### src/rtl/mlpq_pkg.sv
// Shared constants for the multilevel priority ready queue.
// No dependencies; used by the queue core under rtl/.
package mlpq_pkg;

   localparam int NUM_LEVELS_DEF = 16;
   localparam int POOL_DEPTH_DEF = 64;

   localparam int PID_W      = 8;
   localparam int LVL_IN_W   = 4;
   localparam int REQ_DATA_W = 16;
   localparam int RSP_DATA_W = 16;

   typedef enum logic {
      CMD_PUT = 1'b0,
      CMD_GET = 1'b1
   } cmd_type;

endpackage

### src/rtl/multilevel_priority_ready_queue_core.sv
// Multilevel FCFS ready queue: one linked queue per priority level, shared entry pool.
// Depends on mlpq_pkg and mlpq_first_set.
//
// A transfer is taken at a clock edge, and its result is loaded into the response register at
// that same edge, so it can leave from the next edge on. A new transfer is taken every cycle
// while the response side keeps up. While a response waits unaccepted, the request side is
// held off. The cycle holds a priority encode over the level bitmap and one over the free
// entry bitmap. Each level keeps its head and the entry after it in flops. The link memory
// has one write and one registered read port. A get refills its level's second entry through
// that read port, bypassed into the next cycle. No clearing pass is needed after reset. A put
// into a full pool is dropped with status set. A get with every level empty returns the idle
// id with the idle flag set.
module multilevel_priority_ready_queue_core #(
   parameter int NUM_LEVELS = mlpq_pkg::NUM_LEVELS_DEF,
   parameter int POOL_DEPTH = mlpq_pkg::POOL_DEPTH_DEF
) (
   input  logic                            clock,
   input  logic                            reset,
   // request: tdata[7:0] process_id, [11:8] priority_level, rest zero; tuser[0] command
   input  logic                            req_tvalid,
   output logic                            req_tready,
   input  logic [mlpq_pkg::REQ_DATA_W-1:0] req_tdata,
   input  logic                            req_tuser,
   // response: tdata[7:0] granted_process_id, [8] status, rest zero; tuser[0] gave_idle
   output logic                            rsp_tvalid,
   input  logic                            rsp_tready,
   output logic [mlpq_pkg::RSP_DATA_W-1:0] rsp_tdata,
   output logic                            rsp_tuser,
   input  logic                            csr_wen,
   input  logic [mlpq_pkg::PID_W-1:0]      csr_wdata
);

   localparam int LVL_W = $clog2(NUM_LEVELS);
   localparam int ENT_W = $clog2(POOL_DEPTH);
   localparam int PID_W = mlpq_pkg::PID_W;
   localparam int LW    = (LVL_W > mlpq_pkg::LVL_IN_W) ? LVL_W : mlpq_pkg::LVL_IN_W;
   localparam int MEM_W = ENT_W + PID_W;

   // control state
   logic [PID_W-1:0]      idle_ff;
   logic                  rsp_valid_ff;
   logic [NUM_LEVELS-1:0] nonempty_ff, nonempty_in;
   logic [POOL_DEPTH-1:0] free_ff, free_in;
   logic                  pend_ff, pend_in;
   logic [LVL_W-1:0]      pend_lvl_ff, pend_lvl_in;

   // per-level head, second entry and tail
   logic [ENT_W-1:0] head_idx_ff [NUM_LEVELS];
   logic [ENT_W-1:0] head_idx_in [NUM_LEVELS];
   logic [PID_W-1:0] head_pid_ff [NUM_LEVELS];
   logic [PID_W-1:0] head_pid_in [NUM_LEVELS];
   logic [ENT_W-1:0] next_idx_ff [NUM_LEVELS];
   logic [ENT_W-1:0] next_idx_in [NUM_LEVELS];
   logic [PID_W-1:0] next_pid_ff [NUM_LEVELS];
   logic [PID_W-1:0] next_pid_in [NUM_LEVELS];
   logic [ENT_W-1:0] tail_idx_ff [NUM_LEVELS];
   logic [ENT_W-1:0] tail_idx_in [NUM_LEVELS];

   // link memory: entry e holds the index and id of the entry queued after e
   logic [MEM_W-1:0] link_mem [POOL_DEPTH];
   logic [MEM_W-1:0] mem_q_ff;
   logic             mem_we, mem_re;
   logic [ENT_W-1:0] mem_waddr, mem_raddr;
   logic [MEM_W-1:0] mem_wdata;

   // response register
   logic [PID_W-1:0] rsp_pid_ff, rsp_pid_in;
   logic             rsp_idle_ff, rsp_idle_in;
   logic             rsp_drop_ff, rsp_drop_in;

   logic                acc, is_get;
   logic [PID_W-1:0]    put_pid;
   logic [LW-1:0]       lvl_wide;
   logic [LVL_W-1:0]    put_lvl, top_lvl, op_lvl;
   logic                lvl_any, free_any;
   logic [ENT_W-1:0]    free_idx;
   logic [ENT_W-1:0]    head_idx_cur, tail_cur, next_eff_idx, mem_q_idx;
   logic [PID_W-1:0]    head_pid_cur, next_eff_pid, mem_q_pid;
   logic                nonempty_cur;

   mlpq_first_set #(.WIDTH(NUM_LEVELS)) u_level_enc (
      .bits  (nonempty_ff),
      .found (lvl_any),
      .index (top_lvl)
   );

   mlpq_first_set #(.WIDTH(POOL_DEPTH)) u_free_enc (
      .bits  (free_ff),
      .found (free_any),
      .index (free_idx)
   );

   assign req_tready = !rsp_valid_ff || rsp_tready;
   assign acc        = req_tvalid && req_tready;
   assign is_get     = (req_tuser == mlpq_pkg::CMD_GET);
   assign put_pid    = req_tdata[PID_W-1:0];

   // levels past the last one fold into the least urgent level
   assign lvl_wide = LW'(req_tdata[PID_W +: mlpq_pkg::LVL_IN_W]);
   assign put_lvl  = (lvl_wide >= LW'(NUM_LEVELS - 1)) ? LVL_W'(NUM_LEVELS - 1)
                                                       : lvl_wide[LVL_W-1:0];
   assign op_lvl   = is_get ? top_lvl : put_lvl;

   assign mem_q_idx    = mem_q_ff[MEM_W-1:PID_W];
   assign mem_q_pid    = mem_q_ff[PID_W-1:0];
   assign head_idx_cur = head_idx_ff[op_lvl];
   assign head_pid_cur = head_pid_ff[op_lvl];
   assign tail_cur     = tail_idx_ff[op_lvl];
   assign nonempty_cur = nonempty_ff[op_lvl];

   // refill read from last cycle lands now
   always_comb begin
      if (pend_ff && pend_lvl_ff == op_lvl) begin
         next_eff_idx = mem_q_idx;
         next_eff_pid = mem_q_pid;
      end else begin
         next_eff_idx = next_idx_ff[op_lvl];
         next_eff_pid = next_pid_ff[op_lvl];
      end
   end

   always_comb begin
      nonempty_in = nonempty_ff;
      free_in     = free_ff;
      head_idx_in = head_idx_ff;
      head_pid_in = head_pid_ff;
      next_idx_in = next_idx_ff;
      next_pid_in = next_pid_ff;
      tail_idx_in = tail_idx_ff;
      pend_in     = 1'b0;
      pend_lvl_in = pend_lvl_ff;
      mem_we      = 1'b0;
      mem_waddr   = tail_cur;
      mem_wdata   = {free_idx, put_pid};
      mem_re      = 1'b0;
      mem_raddr   = next_eff_idx;
      rsp_pid_in  = '0;
      rsp_idle_in = 1'b0;
      rsp_drop_in = 1'b0;

      if (pend_ff) begin
         next_idx_in[pend_lvl_ff] = mem_q_idx;
         next_pid_in[pend_lvl_ff] = mem_q_pid;
      end

      if (acc) begin
         if (is_get) begin
            if (!lvl_any) begin
               rsp_pid_in  = idle_ff;
               rsp_idle_in = 1'b1;
            end else begin
               rsp_pid_in             = head_pid_cur;
               free_in[head_idx_cur]  = 1'b1;
               if (head_idx_cur == tail_cur) begin
                  nonempty_in[op_lvl] = 1'b0;
               end else begin
                  head_idx_in[op_lvl] = next_eff_idx;
                  head_pid_in[op_lvl] = next_eff_pid;
                  // fetch the entry after the new head unless the new head is the tail
                  if (next_eff_idx != tail_cur) begin
                     mem_re      = 1'b1;
                     pend_in     = 1'b1;
                     pend_lvl_in = op_lvl;
                  end
               end
            end
         end else if (!free_any) begin
            rsp_drop_in = 1'b1;
         end else begin
            free_in[free_idx]   = 1'b0;
            tail_idx_in[op_lvl] = free_idx;
            if (!nonempty_cur) begin
               nonempty_in[op_lvl] = 1'b1;
               head_idx_in[op_lvl] = free_idx;
               head_pid_in[op_lvl] = put_pid;
            end else begin
               mem_we = 1'b1;
               if (head_idx_cur == tail_cur) begin
                  next_idx_in[op_lvl] = free_idx;
                  next_pid_in[op_lvl] = put_pid;
               end
            end
         end
      end
   end

   always_ff @(posedge clock) begin
      if (reset) begin
         idle_ff      <= '0;
         rsp_valid_ff <= 1'b0;
         nonempty_ff  <= '0;
         free_ff      <= '1;
         pend_ff      <= 1'b0;
         pend_lvl_ff  <= '0;
      end else begin
         if (csr_wen) begin
            idle_ff <= csr_wdata;
         end
         if (acc) begin
            rsp_valid_ff <= 1'b1;
         end else if (rsp_tready) begin
            rsp_valid_ff <= 1'b0;
         end
         nonempty_ff <= nonempty_in;
         free_ff     <= free_in;
         pend_ff     <= pend_in;
         pend_lvl_ff <= pend_lvl_in;
      end
   end

   always_ff @(posedge clock) begin
      head_idx_ff <= head_idx_in;
      head_pid_ff <= head_pid_in;
      next_idx_ff <= next_idx_in;
      next_pid_ff <= next_pid_in;
      tail_idx_ff <= tail_idx_in;
      if (acc) begin
         rsp_pid_ff  <= rsp_pid_in;
         rsp_idle_ff <= rsp_idle_in;
         rsp_drop_ff <= rsp_drop_in;
      end
   end

   always_ff @(posedge clock) begin
      if (mem_we) begin
         link_mem[mem_waddr] <= mem_wdata;
      end
      if (mem_re) begin
         mem_q_ff <= link_mem[mem_raddr];
      end
   end

   assign rsp_tvalid = rsp_valid_ff;
   assign rsp_tdata  = {{(mlpq_pkg::RSP_DATA_W - PID_W - 1){1'b0}}, rsp_drop_ff, rsp_pid_ff};
   assign rsp_tuser  = rsp_idle_ff;

   // a pending refill always belongs to a level holding at least two entries
   assert property (@(posedge clock) disable iff (reset)
      pend_ff |-> nonempty_ff[pend_lvl_ff])
      else $error("refill pending for an empty level");

   assert property (@(posedge clock) disable iff (reset)
      pend_ff |-> head_idx_ff[pend_lvl_ff] != tail_idx_ff[pend_lvl_ff])
      else $error("refill pending for a level with a single entry");

   assert property (@(posedge clock) disable iff (reset)
      !(mem_we && mem_re))
      else $error("link memory read and write in one cycle");

   assert property (@(posedge clock) disable iff (reset)
      acc && !is_get && free_any |=> !free_ff[$past(free_idx)])
      else $error("allocated entry still marked free");

endmodule

### src/rtl/mlpq_first_set.sv
// Lowest-index set bit finder for a bitmap.
// Depends on nothing; used by the queue core for levels and free entries.
module mlpq_first_set #(
   parameter int  WIDTH = 16,
   localparam int IDX_W = $clog2(WIDTH)
) (
   input  logic [WIDTH-1:0] bits,
   output logic             found,
   output logic [IDX_W-1:0] index
);

   always_comb begin
      index = '0;
      for (int i = WIDTH - 1; i >= 0; i--) begin
         if (bits[i]) begin
            index = IDX_W'(i);
         end
      end
   end

   assign found = |bits;

endmodule
### config.mk
export PLATFORM = sky130hd
export DESIGN_NAME = multilevel_priority_ready_queue_core
export DESIGN_NICKNAME = d
export VERILOG_FILES = /design/src/rtl/mlpq_pkg.sv /design/src/rtl/multilevel_priority_ready_queue_core.sv /design/src/rtl/mlpq_first_set.sv
export SDC_FILE = /design/constraint.sdc
export NUM_CORES = 2
export LEC_CHECK = 0
export BUFFER_PORTS_ARGS = -buffer_cell sky130_fd_sc_hd__buf_4
export CAP_MARGIN = 10
export CORE_MARGIN = 1.5
export CORE_UTILIZATION = 60
export CTS_CLUSTER_SIZE = 12
export DETAILED_ROUTE_END_ITERATION = 7
export GPL_TIMING_DRIVEN = 0
export PLACE_DENSITY_LB_ADDON = 0.08
export RECOVER_POWER = 50
export SLEW_MARGIN = 40
export SYNTH_ARGS = -nofsm -noshare
export SYNTH_HDL_FRONTEND = slang
export SYNTH_SLANG_ARGS = --single-unit
### constraint.sdc
create_clock -name clock -period 6.2 [get_ports clock]
set_clock_uncertainty 0.1 [all_clocks]
set_input_delay 0.93 -clock clock [delete_from_list [all_inputs] [get_ports clock]]
set_output_delay 0.93 -clock clock [all_outputs]
set_load 0.05 [all_outputs]
==> reports/results.ini <==
[clock_network]
cts_htree_levels = 4
cts_max_path_buffers = 3
clk_latency_ns = 0.79
numCtsBuffers = 162
cts_sinks = 1558
tritoncts = done
clkSlewWorstSetupHoldPaths_ns = 0.06
cts-root-buf = clkbuf_16
postCtsHoldBufs = 0

[synth]
netlist.top_cell.by_area = edfxtp_1
ys_warn_count = 0
synthTopCellsByArea = edfxtp_1 54%, dfxtp_1 9.3%, mux2i_1 7.7%
yosys-top-cells-count = 1240 x edfxtp_1, 761 x nand2_1, 528 x mux2i_1
synth.most_common_cell = edfxtp_1
syn_area_sq_um = 68400
dominantRegCellSynth = edfxtp_1
ys_seq_area_share_pct = 63.7
syn-mean-instance-area_sq_um = 12.6
post-synth-top-area-fraction_pct = 54.4
yosys.cell_types.count = 81
synthArstFlopShare_pct = 0
ys_seq_elements = 1558
syn-instance-count = 5439
synth_edf_count = 1240

[worst_setup_path]
required_ns = 6.50
end_kind = flop
slowest_delay_ns = 0.53
reg2regPathDepth = 17
path_class = in -> reg
crit_slowest_cell = or4_4
rr_endpoint = mem_q_ff[10]
critPathLaunchType = input port
cp.arrival_ns = 6.53
path_cells = buf_4 > inv_2 > or4_4 > a311o_1 > nand2_2 > buf_6 > buf_6 > buf_4 > buf_4 > mux2i_1 > o32ai_2 > or4_1 > o21a_1 > clkbuf_4 > buf_4 > clkbuf_4 > mux2i_1 > a32oi_2 > and4_1 > nand4_1
path_common_cell = buf_4
cp_max_fo = 10
r2r_slack_ns = -0.02

[power_and_ir_drop]
p_switching_mw = 6.88
p_int_mw = 17.8
p_leak_nw = 26.5
power_density_nw_per_um2 = 321
ir_drop_mv = 0.292
swShare_pct = 27.8
clkPwrFrac_pct = 37.7
power_frac_comb_pct = 15.9
share_seq_of_total_power_pct = 46.3

[floorplanning]
rows = 123
dieArea_sq_um = 116000
initial_core_util_pct = 60.7
die_h_um = 341
core_sq_um = 113000
io_pins = 49
die_w_um = 341

[grt]
grt.total_usage_pct = 37.2
grt_max_degree = 73
grt_pass1_vias = 46596
grt_pass1_wl_mm = 313
grt_overflow = 0
antenna_found_initial = 10

[finish]
drive_gt1_share_pct = 15.0
area_growth_syn_to_layout_pct = 12.3
nNetsFinal = 5715
layout.area.seq_sq_um = 43600
multi_input_area_sq_um = 23500
nFillCells = 8137

[timing]
finalHoldViolations = 0
clock.fmax_ghz = 0.161
slew_violations = 734
setup-tns-final_ns = -0.0320
slew_headroom_pct = -218
fin_crit_sh_pct = 100
worst_pin_slew_ns = 4.77
fin_ws_ns = -0.0295
period_needed_ns = 6.23
grt_setup_unrepaired = no
setup_violations = 2
hold_slack_ns = 0.292

[routing]
wl_mm = 218
drt_iter0_markers = 5974
post_drt_wl_per_cell_um = 29.9
firstDrtPassIters = 8
drc = 1
final_antenna_net_count = 0
routed_via_density = 6.64
num_vias = 48445

[job]
drv_cap = 14

[worst_hold_path]
min_to = rsp_tvalid
worstHoldStart = req_tvalid
worstHoldPathCells = 3
hold_class = in -> reg

[placed_design]
gp_congestion = 1.02
pre_cts_slack_ns = -1.90
port_buffers = 35
dp_hpwl_mm = 148

[run_status]
outcome = finished with violations
violations = DRC, capacitance limit, slew limit, setup timing

==> metrics by stage <==
step	area (sq um)	utilization (%)	std cells	power [mW]
4_1_cts	76800	68.1	7283	24.5
2_1_floorplan	68500	-	5445	13.8
6_report	76800	68.1	7300	24.7
5_1_grt	76800	68.1	7298	25.2
3_5_place_dp	71500	63.3	6999	15.3
3_3_place_gp	70600	62.6	6980	15.2
==> registers in the layout (all words and copies together), names as in the netlist, named ones only <==
register / cells
head_pid_ff: 128
pend_ff: 1
rsp_tuser: 1
link_mem: 896
rsp_pid_ff: 8
pend_lvl_ff: 4
mem_q_ff: 14
next_pid_ff: 128
tail_idx_ff: 96
rsp_drop_ff: 1
rsp_tvalid: 1
free_ff: 64
next_idx_ff: 96
idle_ff: 8
head_idx_ff: 96
==> final cells by class <==
cell class                      count  share of cell area [%]
Antenna cell                        7                  0.0228
Clock inverter                     60                   0.721
Buffer                            413                    2.65
Clock buffer                      212                    5.74
Timing Repair Buffer               77                   0.801
Multi-Input combinational cell   3426                    30.6
Tap cell                         1500                    2.44
Inverter                           47                   0.239
Sequential cell                  1558                    56.8
==> cell usage in the layout, fill, tap and decap left out, types with 13 or more instances in the layout <==
master,Yosys,routed
a311o_1,17,17
a31oi_1,37,36
mux2_2,233,233
clkbuf_16,0,165
clkbuf_1,243,260
nand3_1,199,192
nor3_1,30,28
nand2_1,761,757
and2_0,41,44
nor2b_1,28,28
a211oi_1,194,194
nand4_1,46,47
nor2_1,444,366
and3_1,86,86
nor4_1,27,18
and2_1,67,64
mux2i_1,528,528
dfxtp_1,318,318
nor2_2,6,41
clkinv_1,2,34
clkbuf_2,0,53
a21oi_1,112,110
mux2_1,40,40
edfxtp_1,1240,1240
a32oi_1,54,50
buf_4,25,69
o211ai_1,20,20
o21ai_0,60,60
a311oi_1,174,171
a41oi_1,14,13
nor2_4,11,54
buf_2,91,74
and4_1,15,14
inv_1,44,39
buf_6,17,23
buf_1,38,21
clkbuf_4,0,18
==> metal layers <==
layer | up-vias | wire (um) | track usage, %
li1 | 20908 | - | -
met1 | 23834 | 79400 | 47.5
met2 | 2998 | 101000 | 58.9
met3 | 705 | 22200 | 7.05
met4 | 0 | 15500 | 23.2
met5 | - | 0 | 0
==> worst max-delay path, delay by kind of cell <==
family          cells  cell delay [ns]
simple gates        5             1.98
compound gates      4             1.04
buf+inv             9             1.98
mux                 2             0.53
==> cell families (layout without fill, tap and decap cells) <==
kind of cell	count (synthesis)	count (layout)	share of synthesized area (%)
AO/OA/AOI/OAI	765	765	8.31
XOR/XNOR	9	9	0.126
buffers and inverters	461	809	3.02
flip-flops	1558	1558	63.7
multiplexers	812	812	12.6
other	1	14	0.00548
AND/OR/NAND/NOR	1833	1833	12.3
==> what timing repair did <==
item	CTS	global route
gates resized for setup	70	79
hold endpoints to repair	0	0
pin swaps	10	6
endpoints found under the setup margin	896	395
setup buffers	13	8
==> power by group through the flow <==
stage               Clock, mW  Sequential [mW]  Combinational (mW)
floorplan                   0             11.6                2.12
global placement            0             11.6                3.57
detailed placement          0             11.6                3.69
CTS                      9.34             11.4                3.76
global route             9.76             11.4                4.04
finish                   9.32             11.4                3.93
==> worst max path at each step <==
stage / from / end / slack, ns
2_1_floorplan: req_tuser / link_mem[11][0] / 0.96
3_3_place_gp: req_tuser / mem_q_ff[8] / -2.65
3_5_place_dp: req_tuser / mem_q_ff[10] / -1.90
4_1_cts: req_tuser / mem_q_ff[10] / 0.005
5_1_grt: req_tuser / mem_q_ff[11] / 0.007
6_report: req_tuser / mem_q_ff[10] / -0.03
No activity file was read; power rests on OpenSTA's default activity.
